## src/rtl/etfr_pkg.sv

```systemverilog
// Shared types, constants and the temperature table of the telemetry frame receiver.
package etfr_pkg;

  localparam int unsigned FrameLen    = 24;
  localparam int unsigned CrcSpan     = 22;
  localparam int unsigned TempBase    = 33;
  localparam int unsigned TempEntries = 209;

  localparam logic [7:0]  SyncReset      = 8'h9B;
  localparam logic [15:0] HuntLimitReset = 16'd1000;
  localparam logic [15:0] CrcInit        = 16'hFFFF;
  localparam logic [15:0] CrcPolyRefl    = 16'hA001;
  localparam logic [20:0] ThrottleScale  = 21'd25;

  // Configuration register indexes
  localparam logic [7:0] CfgSyncValue = 8'd0;
  localparam logic [7:0] CfgHuntLimit = 8'd1;

  typedef enum logic [1:0] {
    StatusGood        = 2'd0,
    StatusCrcBad      = 2'd1,
    StatusSyncTimeout = 2'd2
  } status_e;

  typedef struct packed {
    status_e            status;
    logic [20:0]        in_throttle_pct_q8;
    logic [20:0]        out_throttle_pct_q8;
    logic [15:0]        speed_rpm;
    logic [15:0]        supply_decivolts;
    logic signed [15:0] supply_current_q6;
    logic signed [15:0] phase_current_q6;
    logic [7:0]         fet_temp_c;
    logic [7:0]         capacitor_temp_c;
    logic [15:0]        fault_bits;
  } result_t;

  // Degrees for raw temperature codes TempBase .. TempBase + TempEntries - 1
  localparam logic [7:0] TempTable [TempEntries] = '{
    8'd129, 8'd128, 8'd127, 8'd126, 8'd125, 8'd124, 8'd122, 8'd121, 8'd120, 8'd119,
    8'd118, 8'd117, 8'd116, 8'd115, 8'd114, 8'd113, 8'd113, 8'd112, 8'd110, 8'd110,
    8'd109, 8'd107, 8'd107, 8'd106, 8'd106, 8'd105, 8'd104, 8'd104, 8'd103, 8'd101,
    8'd101, 8'd100, 8'd99,  8'd98,  8'd98,  8'd97,  8'd96,  8'd96,  8'd96,  8'd95,
    8'd94,  8'd93,  8'd93,  8'd92,  8'd91,  8'd91,  8'd90,  8'd90,  8'd89,  8'd88,
    8'd88,  8'd87,  8'd86,  8'd86,  8'd86,  8'd85,  8'd85,  8'd84,  8'd83,  8'd83,
    8'd82,  8'd82,  8'd81,  8'd81,  8'd80,  8'd80,  8'd79,  8'd79,  8'd78,  8'd78,
    8'd77,  8'd77,  8'd76,  8'd75,  8'd75,  8'd75,  8'd74,  8'd74,  8'd73,  8'd73,
    8'd72,  8'd72,  8'd71,  8'd71,  8'd70,  8'd70,  8'd69,  8'd69,  8'd68,  8'd68,
    8'd67,  8'd67,  8'd66,  8'd66,  8'd66,  8'd65,  8'd65,  8'd64,  8'd64,  8'd63,
    8'd63,  8'd62,  8'd62,  8'd61,  8'd61,  8'd61,  8'd60,  8'd60,  8'd59,  8'd59,
    8'd58,  8'd58,  8'd58,  8'd57,  8'd57,  8'd56,  8'd56,  8'd55,  8'd55,  8'd54,
    8'd54,  8'd53,  8'd53,  8'd53,  8'd52,  8'd52,  8'd51,  8'd51,  8'd50,  8'd50,
    8'd50,  8'd49,  8'd49,  8'd48,  8'd48,  8'd47,  8'd47,  8'd46,  8'd46,  8'd45,
    8'd45,  8'd44,  8'd44,  8'd44,  8'd43,  8'd43,  8'd42,  8'd42,  8'd41,  8'd41,
    8'd40,  8'd40,  8'd39,  8'd39,  8'd38,  8'd38,  8'd37,  8'd37,  8'd36,  8'd36,
    8'd35,  8'd35,  8'd34,  8'd34,  8'd33,  8'd33,  8'd32,  8'd32,  8'd31,  8'd30,
    8'd30,  8'd29,  8'd29,  8'd28,  8'd28,  8'd27,  8'd26,  8'd26,  8'd25,  8'd25,
    8'd24,  8'd23,  8'd23,  8'd22,  8'd21,  8'd21,  8'd20,  8'd19,  8'd19,  8'd18,
    8'd17,  8'd16,  8'd16,  8'd15,  8'd14,  8'd13,  8'd12,  8'd11,  8'd10,  8'd9,
    8'd8,   8'd7,   8'd6,   8'd5,   8'd4,   8'd3,   8'd2,   8'd1,   8'd0
  };

  // Map a raw temperature byte to degrees, clamping to the table ends
  function automatic logic [7:0] temp_of(input logic [7:0] raw);
    logic [7:0] idx;
    if (raw < 8'(TempBase)) begin
      idx = 8'd0;
    end else if (raw > 8'(TempBase + TempEntries - 1)) begin
      idx = 8'(TempEntries - 1);
    end else begin
      idx = raw - 8'(TempBase);
    end
    return TempTable[idx];
  endfunction

endpackage

```

## src/rtl/etfr_if.sv

```systemverilog
// Valid/ready channel interfaces of the telemetry frame receiver.
interface etfr_rx_if;
  logic       valid;
  logic       ready;
  logic [7:0] rx_byte;
  modport source (output valid, output rx_byte, input ready);
  modport sink   (input valid, input rx_byte, output ready);
endinterface

interface etfr_res_if;
  logic              valid;
  logic              ready;
  etfr_pkg::result_t data;
  modport source (output valid, output data, input ready);
  modport sink   (input valid, input data, output ready);
endinterface

interface etfr_cfg_if;
  logic        valid;
  logic        ready;
  logic [7:0]  index;
  logic [15:0] data;
  modport source (output valid, output index, output data, input ready);
  modport sink   (input valid, input index, input data, output ready);
endinterface

```

## src/rtl/esc_telemetry_frame_receiver.sv

```systemverilog
// Telemetry frame receiver: sync hunt, CRC-16/MODBUS check and field decode.
//
// rx_i carries one received serial byte per transaction. While hunting, a byte
// equal to sync_value starts a 24-byte frame; other bytes are counted, and when
// the count reaches hunt_limit a sync-timeout result is sent and the count restarts.
// Bytes 0..21 feed the CRC; bytes 22 (low) and 23 (high) hold the expected CRC.
// The 24th byte yields one result on res_o: status and the decoded fields when
// the CRC matches, status alone (other fields zero) on mismatch or timeout.
// cfg_i writes sync_value (index 0) and hunt_limit (index 1); it is always ready.
// Timing: one byte per cycle is accepted while rx_i.ready is high. Each result is
// registered in the output register, or in a one-entry skid stage if the output
// register is full and not taken; so rx_i keeps taking bytes while a result waits.
// rx_i.ready drops only when both are full and returns once res_o takes a result.
// Reset: hunting, skip count zero, registers at sync 0x9B and limit 1000, no
// result pending. Frame storage holds no reset value; each byte is written
// before it is read.
module esc_telemetry_frame_receiver (
  input  logic       clk_i,
  input  logic       rst_ni,
  etfr_rx_if.sink    rx_i,
  etfr_cfg_if.sink   cfg_i,
  etfr_res_if.source res_o
);
  import etfr_pkg::*;

  logic [7:0]  sync_q;
  logic [15:0] limit_q;
  logic        collecting_q;
  logic [4:0]  pos_q;
  logic [15:0] skip_q;
  logic [15:0] crc_q;
  logic [7:0]  frame_q [6:22];

  logic        out_v_q, skid_v_q;
  result_t     out_q, skid_q;

  logic        rx_take, res_take;
  logic        new_res;
  result_t     new_data;
  logic [15:0] crc_next;
  logic [15:0] skip_inc;
  logic        last_byte;

  // Bytewise reflected CRC-16 update
  function automatic logic [15:0] crc_feed(input logic [15:0] crc, input logic [7:0] b);
    logic [15:0] c;
    c = crc ^ {8'h00, b};
    for (int k = 0; k < 8; k++) begin
      c = c[0] ? ((c >> 1) ^ CrcPolyRefl) : (c >> 1);
    end
    return c;
  endfunction

  assign rx_i.ready  = !skid_v_q;
  assign cfg_i.ready = 1'b1;
  assign rx_take     = rx_i.valid && rx_i.ready;
  assign res_take    = out_v_q && res_o.ready;

  assign crc_next  = crc_feed(collecting_q ? crc_q : CrcInit, rx_i.rx_byte);
  assign skip_inc  = skip_q + 16'd1;
  assign last_byte = collecting_q && (pos_q == 5'(FrameLen - 1));

  // Decode the result caused by the byte on rx_i
  always_comb begin
    new_res  = 1'b0;
    new_data = '0;
    if (!collecting_q) begin
      if ((rx_i.rx_byte != sync_q) && (skip_inc >= limit_q)) begin
        new_res         = 1'b1;
        new_data.status = StatusSyncTimeout;
      end
    end else if (last_byte) begin
      new_res = 1'b1;
      if (crc_q != {rx_i.rx_byte, frame_q[22]}) begin
        new_data.status = StatusCrcBad;
      end else begin
        new_data.status              = StatusGood;
        new_data.in_throttle_pct_q8  = {5'd0, frame_q[6], frame_q[7]} * ThrottleScale;
        new_data.out_throttle_pct_q8 = {5'd0, frame_q[8], frame_q[9]} * ThrottleScale;
        new_data.speed_rpm           = {frame_q[10], frame_q[11]};
        new_data.supply_decivolts    = {frame_q[12], frame_q[13]};
        new_data.supply_current_q6   = {frame_q[14], frame_q[15]};
        new_data.phase_current_q6    = {frame_q[16], frame_q[17]};
        new_data.fet_temp_c          = temp_of(frame_q[18]);
        new_data.capacitor_temp_c    = temp_of(frame_q[19]);
        new_data.fault_bits          = {frame_q[20], frame_q[21]};
      end
    end
  end

  // Apply configuration writes; unknown indexes are dropped
  always_ff @(posedge clk_i or negedge rst_ni) begin
    if (!rst_ni) begin
      sync_q  <= SyncReset;
      limit_q <= HuntLimitReset;
    end else if (cfg_i.valid) begin
      unique case (cfg_i.index)
        CfgSyncValue: sync_q  <= cfg_i.data[7:0];
        CfgHuntLimit: limit_q <= cfg_i.data;
        default: ;
      endcase
    end
  end

  // Advance the hunt / collect state
  always_ff @(posedge clk_i or negedge rst_ni) begin
    if (!rst_ni) begin
      collecting_q <= 1'b0;
      pos_q        <= '0;
      skip_q       <= '0;
      crc_q        <= CrcInit;
    end else if (rx_take) begin
      if (!collecting_q) begin
        if (rx_i.rx_byte == sync_q) begin
          collecting_q <= 1'b1;
          pos_q        <= 5'd1;
          skip_q       <= '0;
          crc_q        <= crc_next;
        end else begin
          skip_q <= new_res ? 16'd0 : skip_inc;
        end
      end else if (last_byte) begin
        collecting_q <= 1'b0;
        pos_q        <= '0;
        skip_q       <= '0;
        crc_q        <= CrcInit;
      end else begin
        pos_q <= pos_q + 5'd1;
        if (pos_q < 5'(CrcSpan)) begin
          crc_q <= crc_next;
        end
      end
    end
  end

  // Capture the frame bytes that the decode reads
  always_ff @(posedge clk_i) begin
    if (rx_take && collecting_q && (pos_q >= 5'd6) && (pos_q <= 5'd22)) begin
      frame_q[pos_q] <= rx_i.rx_byte;
    end
  end

  // Output register and skid stage
  always_ff @(posedge clk_i or negedge rst_ni) begin
    if (!rst_ni) begin
      out_v_q  <= 1'b0;
      skid_v_q <= 1'b0;
    end else if (skid_v_q) begin
      if (res_take) begin
        out_v_q  <= 1'b1;
        skid_v_q <= 1'b0;
      end
    end else if (!out_v_q || res_take) begin
      out_v_q <= rx_take && new_res;
    end else if (rx_take && new_res) begin
      skid_v_q <= 1'b1;
    end
  end

  always_ff @(posedge clk_i) begin
    if (skid_v_q) begin
      if (res_take) begin
        out_q <= skid_q;
      end
    end else if (!out_v_q || res_take) begin
      out_q <= new_data;
    end else begin
      skid_q <= new_data;
    end
  end

  assign res_o.valid = out_v_q;
  assign res_o.data  = out_q;

  // Skid stage holds data only behind a full output register
  a_skid_behind_out: assert property (@(posedge clk_i) disable iff (!rst_ni)
    skid_v_q |-> out_v_q)
    else $error("skid stage full with output register empty");

  // Draining a full skid stage keeps a result on the output
  a_skid_drain: assert property (@(posedge clk_i) disable iff (!rst_ni)
    (skid_v_q && res_take) |=> (out_v_q && !skid_v_q))
    else $error("skid stage drain lost a result");

  // Frame position stays inside the frame and is zero while hunting
  a_pos_range: assert property (@(posedge clk_i) disable iff (!rst_ni)
    (collecting_q && (pos_q <= 5'(FrameLen - 1)) && (pos_q != 5'd0)) ||
    (!collecting_q && (pos_q == 5'd0)))
    else $error("frame position out of range");

endmodule
```

## src/flat_wrapper.sv

```systemverilog
// flat-port wrapper written by rule: the top's interface ports become plain ports
module esc_telemetry_frame_receiver_flat import etfr_pkg::*;
  (clk_i, rst_ni, rx_i_valid, rx_i_rx_byte, rx_i_ready, cfg_i_valid, cfg_i_index, cfg_i_data, cfg_i_ready, res_o_valid, res_o_data, res_o_ready);
  etfr_rx_if rx_i_i ();
  etfr_cfg_if cfg_i_i ();
  etfr_res_if res_o_i ();
  input  logic clk_i;
  input  logic rst_ni;
  input wire logic [$bits(rx_i_i.valid)-1:0] rx_i_valid;
  input wire logic [$bits(rx_i_i.rx_byte)-1:0] rx_i_rx_byte;
  output wire logic [$bits(rx_i_i.ready)-1:0] rx_i_ready;
  input wire logic [$bits(cfg_i_i.valid)-1:0] cfg_i_valid;
  input wire logic [$bits(cfg_i_i.index)-1:0] cfg_i_index;
  input wire logic [$bits(cfg_i_i.data)-1:0] cfg_i_data;
  output wire logic [$bits(cfg_i_i.ready)-1:0] cfg_i_ready;
  output wire logic [$bits(res_o_i.valid)-1:0] res_o_valid;
  output wire logic [$bits(res_o_i.data)-1:0] res_o_data;
  input wire logic [$bits(res_o_i.ready)-1:0] res_o_ready;
  assign rx_i_i.valid = rx_i_valid;
  assign rx_i_i.rx_byte = rx_i_rx_byte;
  assign rx_i_ready = rx_i_i.ready;
  assign cfg_i_i.valid = cfg_i_valid;
  assign cfg_i_i.index = cfg_i_index;
  assign cfg_i_i.data = cfg_i_data;
  assign cfg_i_ready = cfg_i_i.ready;
  assign res_o_valid = res_o_i.valid;
  assign res_o_data = res_o_i.data;
  assign res_o_i.ready = res_o_ready;
  esc_telemetry_frame_receiver u_core (.clk_i(clk_i), .rst_ni(rst_ni), .rx_i(rx_i_i), .cfg_i(cfg_i_i), .res_o(res_o_i));
endmodule
```

## config.mk

```make
export PLATFORM = sky130hd
export DESIGN_NAME = esc_telemetry_frame_receiver_flat
export DESIGN_NICKNAME = d
export VERILOG_FILES = /design/src/rtl/etfr_pkg.sv /design/src/rtl/etfr_if.sv /design/src/rtl/esc_telemetry_frame_receiver.sv /design/src/flat_wrapper.sv
export SDC_FILE = /design/constraint.sdc
export NUM_CORES = 1
export LEC_CHECK = 0
export ABC_AREA = 0
export BUFFER_PORTS_ARGS = -buffer_cell sky130_fd_sc_hd__buf_2
export CORE_ASPECT_RATIO = 1.4
export CORE_MARGIN = 2
export CORE_UTILIZATION = 50
export DETAILED_ROUTE_END_ITERATION = 10
export PLACE_DENSITY = 0.68
export SLEW_MARGIN = 20
export SYNTH_ARGS = -nofsm -noshare
export SYNTH_HDL_FRONTEND = slang
export SYNTH_SLANG_ARGS = --single-unit
```

## constraint.sdc

```tcl
create_clock -name clk_i -period 14.07 [get_ports clk_i]
set_clock_uncertainty 0.2 [all_clocks]
set_input_delay 0 -clock clk_i [delete_from_list [all_inputs] [get_ports clk_i]]
set_output_delay 0 -clock clk_i [all_outputs]
set_load 0.02 [all_outputs]
```

==> results of run 1 <==
critical path, stage by stage (launching register included):
cell and delay [ns]:
edfxtp_1 0.52, inv_1 0.08, ha_1 0.30, or4b_1 0.29, a211o_1 0.53, nand2_1 0.29
nor2_1 0.46, inv_2 0.19, ha_1 0.40, nor4_1 0.52, o21ai_0 0.21, o2111ai_1 0.15
nand4_1 0.12, and4b_1 0.25, mux2_2 0.27
kinds of logic (layout without fill, tap and decap cells):
family	Yosys count	count (layout)	share of synthesized area [%]
simple gates	571	571	11.32
mux	135	135	5.916
other cells	1	1	0.01468
compound gates	407	407	10.70
xor+xnor	101	101	3.463
buf+inv	274	507	4.359
fa+ha+maj	169	169	8.923
flops	480	480	55.30
placed cells by master, fill, tap and decap left out, types with 9 or more instances in the layout:
cell type,synthesis,final
dfrtp_1,37,36
o211ai_1,18,18
nor4_1,13,11
edfxtp_1,416,416
nand2_1,158,157
a21oi_1,88,88
nor2_1,124,124
xnor2_1,51,51
nor2b_1,12,12
mux2_2,128,128
o21a_1,13,13
a21o_1,16,16
buf_4,4,36
and3_1,105,105
fa_1,22,22
nand3_1,40,40
ha_1,147,147
clkbuf_16,0,48
or3_1,9,9
buf_2,14,178
a31oi_1,18,18
o31ai_1,42,42
xor2_1,50,50
nor3_1,37,36
dlygate4sd3_1,0,49
nand4_1,16,16
clkinv_1,0,12
o21ai_0,93,92
dfstp_2,27,27
o22ai_1,12,12
a211oi_1,11,11
inv_1,154,154
stage by stage:
| stage | std cells | util, % | area (um^2) | total power (uW) | worst slack, ns |
|---|---|---|---|---|---|
| after floorplan | 2138 | - | 25550 | 2777 | 2.098 |
| after global placement | 2886 | 53.27 | 27040 | 3024 | 9.187 |
| after detailed placement | 2886 | 53.27 | 27040 | 3044 | 9.139 |
| after CTS | 3020 | 57.41 | 29150 | 4378 | 9.133 |
| after global routing | 3021 | 57.45 | 29170 | 4513 | 8.805 |
| final | 3021 | 57.45 | 29170 | 4333 | 9.043 |
worst paths after layout:
check,endpoint,slack (ns),cells past startpoint
worst max-delay path,u_core.res_o.data[26]$_DFFE_PP_,9.04,14
worst min-delay path,u_core.skid_v_q$_DFF_PN0_,0.09,4
worst max register to register,u_core.res_o.data[26]$_DFFE_PP_,9.04,14
worst min register to register,u_core.crc_q[11]$_DFFE_PN1P_,0.30,2
max in group asynchronous,u_core.skid_v_q$_DFF_PN0_,12.62,4
min in group asynchronous,u_core.skip_q[0]$_DFFE_PN0P_,0.47,4
routing by layer:
metal  track usage [%]  share of wire, %
met5                 0             0.023
met4             8.678               3.2
met3             4.100               5.4
met2             44.33                52
met1             30.23                39
state kept, by name (all words and copies together) (netlist names):
register / count
u_core.pos_q: 5
u_core.frame_q: 136
u_core.limit_q: 16
u_core.skid_v_q: 1
u_core.collecting_q: 1
u_core.res_o.valid: 1
u_core.skid_q: 140
u_core.res_o.data: 140
u_core.sync_q: 8
u_core.skip_q: 16
u_core.crc_q: 16
area by class of cell:
class,instances,area (um^2),share of cell area (%)
tap,650,813.3,2.789
inverter,158,595.6,2.042
multi-input combinational,1384,10340,35.47
clock inverter,29,361.6,1.240
clock buffer,56,1251,4.290
sequential,480,14130,48.44
timing repair buffer,264,1672,5.731
what timing repair did:
| action | CTS | global route |
|---|---|---|
| hold buffers | 49 | 0 |
| endpoints found under the hold margin | 238 | 0 |
| gates resized for setup | 0 | 0 |
report_power, final:
| group | switching, uW | internal (uW) | leakage (uW) |
|---|---|---|---|
| registers | 141 | 1930 | 0.00487 |
| clock network | 554 | 768 | 0.000777 |
| logic | 644 | 297 | 0.00657 |
==> qor.yml, run 1 <==
netlist_top_cells_area: "edfxtp_1 (49%), ha_1 (7.2%), mux2_2 (5.6%)"
avgViaCountPerCell: 5.912
rsz0062_at_grt: "no"
syn_to_final_growth_pct: 14.16
post_cts_buffers: 0
max-clock-path-buffers: 3
crit_type: "reg -> reg"
crit_start: "u_core.frame_q[18][0]$_DFFE_PP_"
clock-sinks: 480
syn-num-nets: 2344
seq_area_frac_synth_pct: 55.30
synth-seq-cells: 480
leakagePower_uw: 0.01221
hold_violations: 0
die_h_um: 271.5
drt-total-wl_um: 65800
slew_headroom_pct: 27.06
antenna_found_initial: 1
die_x_um: 195.0
cts_tree: "yes"
clkTransAtPathRegs_ns: 0.06
fin_nets: 2541
grt_overflow: 0
slew_violations: 0
cp_max_fo: 13
ant_nets: 0
die-area_um2: 52940
status: "finished clean"
fill_cells: 4177
initial_utilization_pct: 50.33
cts_root_buf: "clkbuf_16"
num_vias: 17860
r2r_start: "u_core.frame_q[18][0]$_DFFE_PP_"
globalRouteTotalUtil_pct: 24.77
grt_pass1_wl_um: 102800
synth_cells: 2138
synth_top_area_share_pct: 48.90
grt_max_degree: 94
synth.most_common_cell: "edfxtp_1"
power_density_nw_per_um2: 148.6
setup_viol: 0
drive_gt1_share_pct: 20.33
end_kind: "flop"
detailed_place_hpwl_um: 43220
syn_area_um2: 25550
startpoint_type: "flop"
synth_edf_count: 416
holdWs_ns: 0.08544
synth_ff_type: "edfxtp_1"
hold_path.class: "in -> reg"
grt_pass1_vias: 18000
ios: 180
cp_data_required_time_ns: 14.21
cp.arrival_ns: 5.17
cts.htree.levels: 2
drt_iter0_drc: 1588
min-delay-start: "rx_i_valid"
drc: 0
fmax_mhz: 198.9
async_flop_share_pct: 13.33
coreArea_um2: 50760
clk_latency_ns: 0.59
avgRoutedWirePerCell_um: 21.78
post_synth.cell_area_avg_um2: 11.95
yosys-top-cells-count: "edfxtp_1 (416), nand2_1 (158), inv_1 (154)"
cts_buffers: 47
synth_top_area_cell: "edfxtp_1"
yosysWarnings: 0
fin_tns_setup_ns: 0
num_rows: 98
vdd_drop_max_uv: 116.4
synth_cell_types: 90
tightest_slew_ns: 1.094
fin_crit_ns: 5.027
first_pass_iters: 5
numPortBuffers: 178
gp_congestion: 0.9205
final.period_utilization_pct: 35.73
n_antenna_cell: 0
cap_viol_max_count: 0
No activity file was read; power rests on OpenSTA's default activity.
==> run 2, diff against run 1 <==
PLACE_DENSITY = 0.71   (was 0.68)
clock period = 4.08 ns   (was 14.07 ns; I/O delays follow)
==> run 2 against run 1 <==
  * Worst hold slack got worse by 0.072 ns
  * Sequential share of layout area down 0.85 points
  * Utilization increased by 1.0 points
  * Cell area rose by 1.8%
  * Die area did not move
  * Global-route usage rose by 0.59 points
  * Combinational power rose to 3.5 times the previous value
  * Clock power increased to 3.4 times the previous value
  * Routed wire length is 2.3% higher
  * Non-clock buffer count increased by 69
  * Critical endpoint is now u_core.res_o.data[110]$_DFFE_PP_
  * Largest cell class unchanged
  * Highest routed layer is now met4
  * Sequential power grew to 3.4 times the previous value
==> qor.yml, run 2 (synthesis results as in run 1) <==
status: "finished clean"
ant_nets: 0  # unchanged
final.period_utilization_pct: 93.68  # +58 points
total_power_uw: 14850  # +240%
power_density_nw_per_um2: 500.2  # +240%
drt_iter0_drc: 1337  # -16%
cp_data_required_time_ns: 4.26  # -9.95 ns
clk_latency_ns: 0.60  # about the same
final_cell_mix: "edfxtp_1 (416), buf_2 (178), nand2_1 (157)"
dr_wl_met3_um: 3415  # -3.4%
leakagePower_uw: 0.01254  # +2.7%
cts.htree.levels: 2  # unchanged
max-clock-path-buffers: 3  # unchanged
crit_type: "reg -> reg"
die-area_um2: 52940  # unchanged
avgViaCountPerCell: 5.885  # -0.46%
fin_cells: 3088  # +2.2%
worst-path-buf-inv: 0  # -2
first_pass_iters: 5  # unchanged
clock-sinks: 480  # unchanged
fmax_mhz: 261.6  # +32%
hold_violations: 0  # unchanged
detailed_place_hpwl_um: 46020  # +6.5%
n_antenna_cell: 0  # unchanged
ios: 180  # unchanged
die_h_um: 271.5  # unchanged
slew_headroom_pct: 38.76  # +12 points
setup_viol: 0  # unchanged
grt_overflow: 0  # unchanged
numPortBuffers: 178  # unchanged
globalRouteTotalUtil_pct: 25.37  # +0.59 points
tightest_slew_ns: 0.9152  # -0.1789 ns
syn_to_final_growth_pct: 16.19
cts_buffers: 47  # unchanged
met1_length_um: 26560  # +2.5%
cp.arrival_ns: 4.00  # -1.17 ns
slowest_delay_ns: 0.45  # -0.08 ns
num_vias: 18170  # +1.7%
hold_path.class: "in -> reg"
vdd_drop_max_uv: 403.9  # +250%
coreArea_um2: 50760  # unchanged
top_layer: "met4"
initial_utilization_pct: 50.33  # unchanged
route.met2.wl_um: 34690  # +1.3%
cts_root_buf: "clkbuf_16"
layout_commonest_cell: "edfxtp_1"
grt_max_degree: 141  # +50%
grt_pass1_vias: 18590  # +3.3%
cap_viol_max_count: 0  # unchanged
slowest_stage: "fa_1"
num_rows: 98  # unchanged
cp_common_cell: "o21a_1"
startpoint_type: "flop"
slew_violations: 0  # unchanged
drt-total-wl_um: 67340  # +2.3%
drive_gt1_share_pct: 22.76  # +2.4 points
avgRoutedWirePerCell_um: 21.81  # +0.11%
fin_nets: 2610  # +2.7%
cts_tree: "yes"
critPathTopFamily: "compound AO/OA/AOI/OAI gates"
fill_cells: 4165  # -0.29%
gp_congestion: 0.9175  # -0.33%
fin_crit_ns: 3.822  # -1.205 ns
end_kind: "flop"
rsz0062_at_grt: "no"
grt_pass1_wl_um: 105000  # +2.1%
worstPathCellList: "ha_1, ha_1, fa_1, ha_1, nor2b_1, o21a_1, o21ai_1, a21boi_0, o21a_1, o21a_1, o21a_1, o41ai_1"
pre_cts_slack_ns: 0.1635  # -8.975 ns
cp_max_fo: 4  # -9
antenna_found_initial: 0  # -1
clkTransAtPathRegs_ns: 0.06  # about the same
dp.cells: 2954  # +2.4%
setup_ws_ns: 0.2579  # -8.785 ns
drc: 0  # unchanged
die_x_um: 195.0  # unchanged
[run 2: cell types whose count changed in the layout (fill, tap and decap cells not counted), moves of 2 or more]
cell | previous run | this run
buf_4 | 36 | 102
clkinv_1 | 12 | 7
clkinv_2 | 3 | 7
buf_12 | 1 | 4
bufinv_16 | 7 | 4
a21boi_0 | 6 | 4
a21boi_1 | 0 | 2
clkbuf_16 | 48 | 50
clkinvlp_4 | 2 | 4
o21ai_0 | 92 | 90
o21ai_1 | 5 | 7
[run 2: worst reg2reg max path, stage by stage (launching register included)]
cell and delay, ns:
edfxtp_1 0.42, ha_1 0.32, ha_1 0.30, fa_1 0.45, ha_1 0.34, nor2b_1 0.15
o21a_1 0.19, o21ai_1 0.24, a21boi_0 0.19, o21a_1 0.21, o21a_1 0.18, o21a_1 0.18
o41ai_1 0.23
[run 2: routing by layer]
layer / up-vias / global-route usage (%)
li1: 8411 / -
met1: 8998 / 30.48
met2: 600 / 45.30
met3: 164 / 3.839
met4: 0 / 10.83
met5: - / 0
[run 2: final timing paths]
check                                               startpoint                               end  slack [ns]  cells past startpoint
worst max-delay path            u_core.frame_q[9][2]$_DFFE_PP_  u_core.res_o.data[110]$_DFFE_PP_        0.26                     12
worst min-delay path                             cfg_i_data[1]      u_core.sync_q[1]$_DFFE_PN1P_        0.01                      3
worst max register to register  u_core.frame_q[9][2]$_DFFE_PP_  u_core.res_o.data[110]$_DFFE_PP_        0.26                     12
worst min register to register    u_core.crc_q[13]$_DFFE_PN1P_      u_core.crc_q[13]$_DFFE_PN1P_        0.30                      2
max in group asynchronous                               rst_ni    u_core.limit_q[12]$_DFFE_PN0P_        2.02                      4
min in group asynchronous                               rst_ni     u_core.limit_q[6]$_DFFE_PN1P_        0.45                      3
[run 2: repair_timing]
action,CTS,global route
resized for setup,0,8
endpoints found under the hold margin,260,0
hold buffers,49,0
endpoints found under the setup margin,0,37
buffers inserted,0,2
[run 2: area by class of cell]
| class | count | area [um^2] | area share (%) |
|---|---|---|---|
| Multi-Input combinational cell | 1384 | 10350 | 34.87 |
| Clock inverter | 25 | 266.5 | 0.8978 |
| Timing Repair Buffer | 333 | 2227 | 7.503 |
| Clock buffer | 58 | 1301 | 4.384 |
| Tap cell | 650 | 813.3 | 2.740 |
| Inverter | 158 | 595.6 | 2.006 |
| Sequential cell | 480 | 14130 | 47.60 |
[run 2: metrics by stage]
step / utilization (%) / area [um^2] / hold WS, ns / TNS, ns
floorplan: - / 25590 / -0.4956 / -106.86
detailed placement: 54.37 / 27600 / -0.1727 / 0
global placement: 54.37 / 27600 / -0.1850 / 0
finish: 58.47 / 29680 / 0.01329 / 0
CTS: 58.42 / 29660 / 0.003124 / 0
global route: 58.47 / 29680 / 0.05048 / 0
[run 2: where the power goes]
group,switching [uW],internal [uW]
combinational,2240,1080
sequential,470,6630
clock,1900,2530
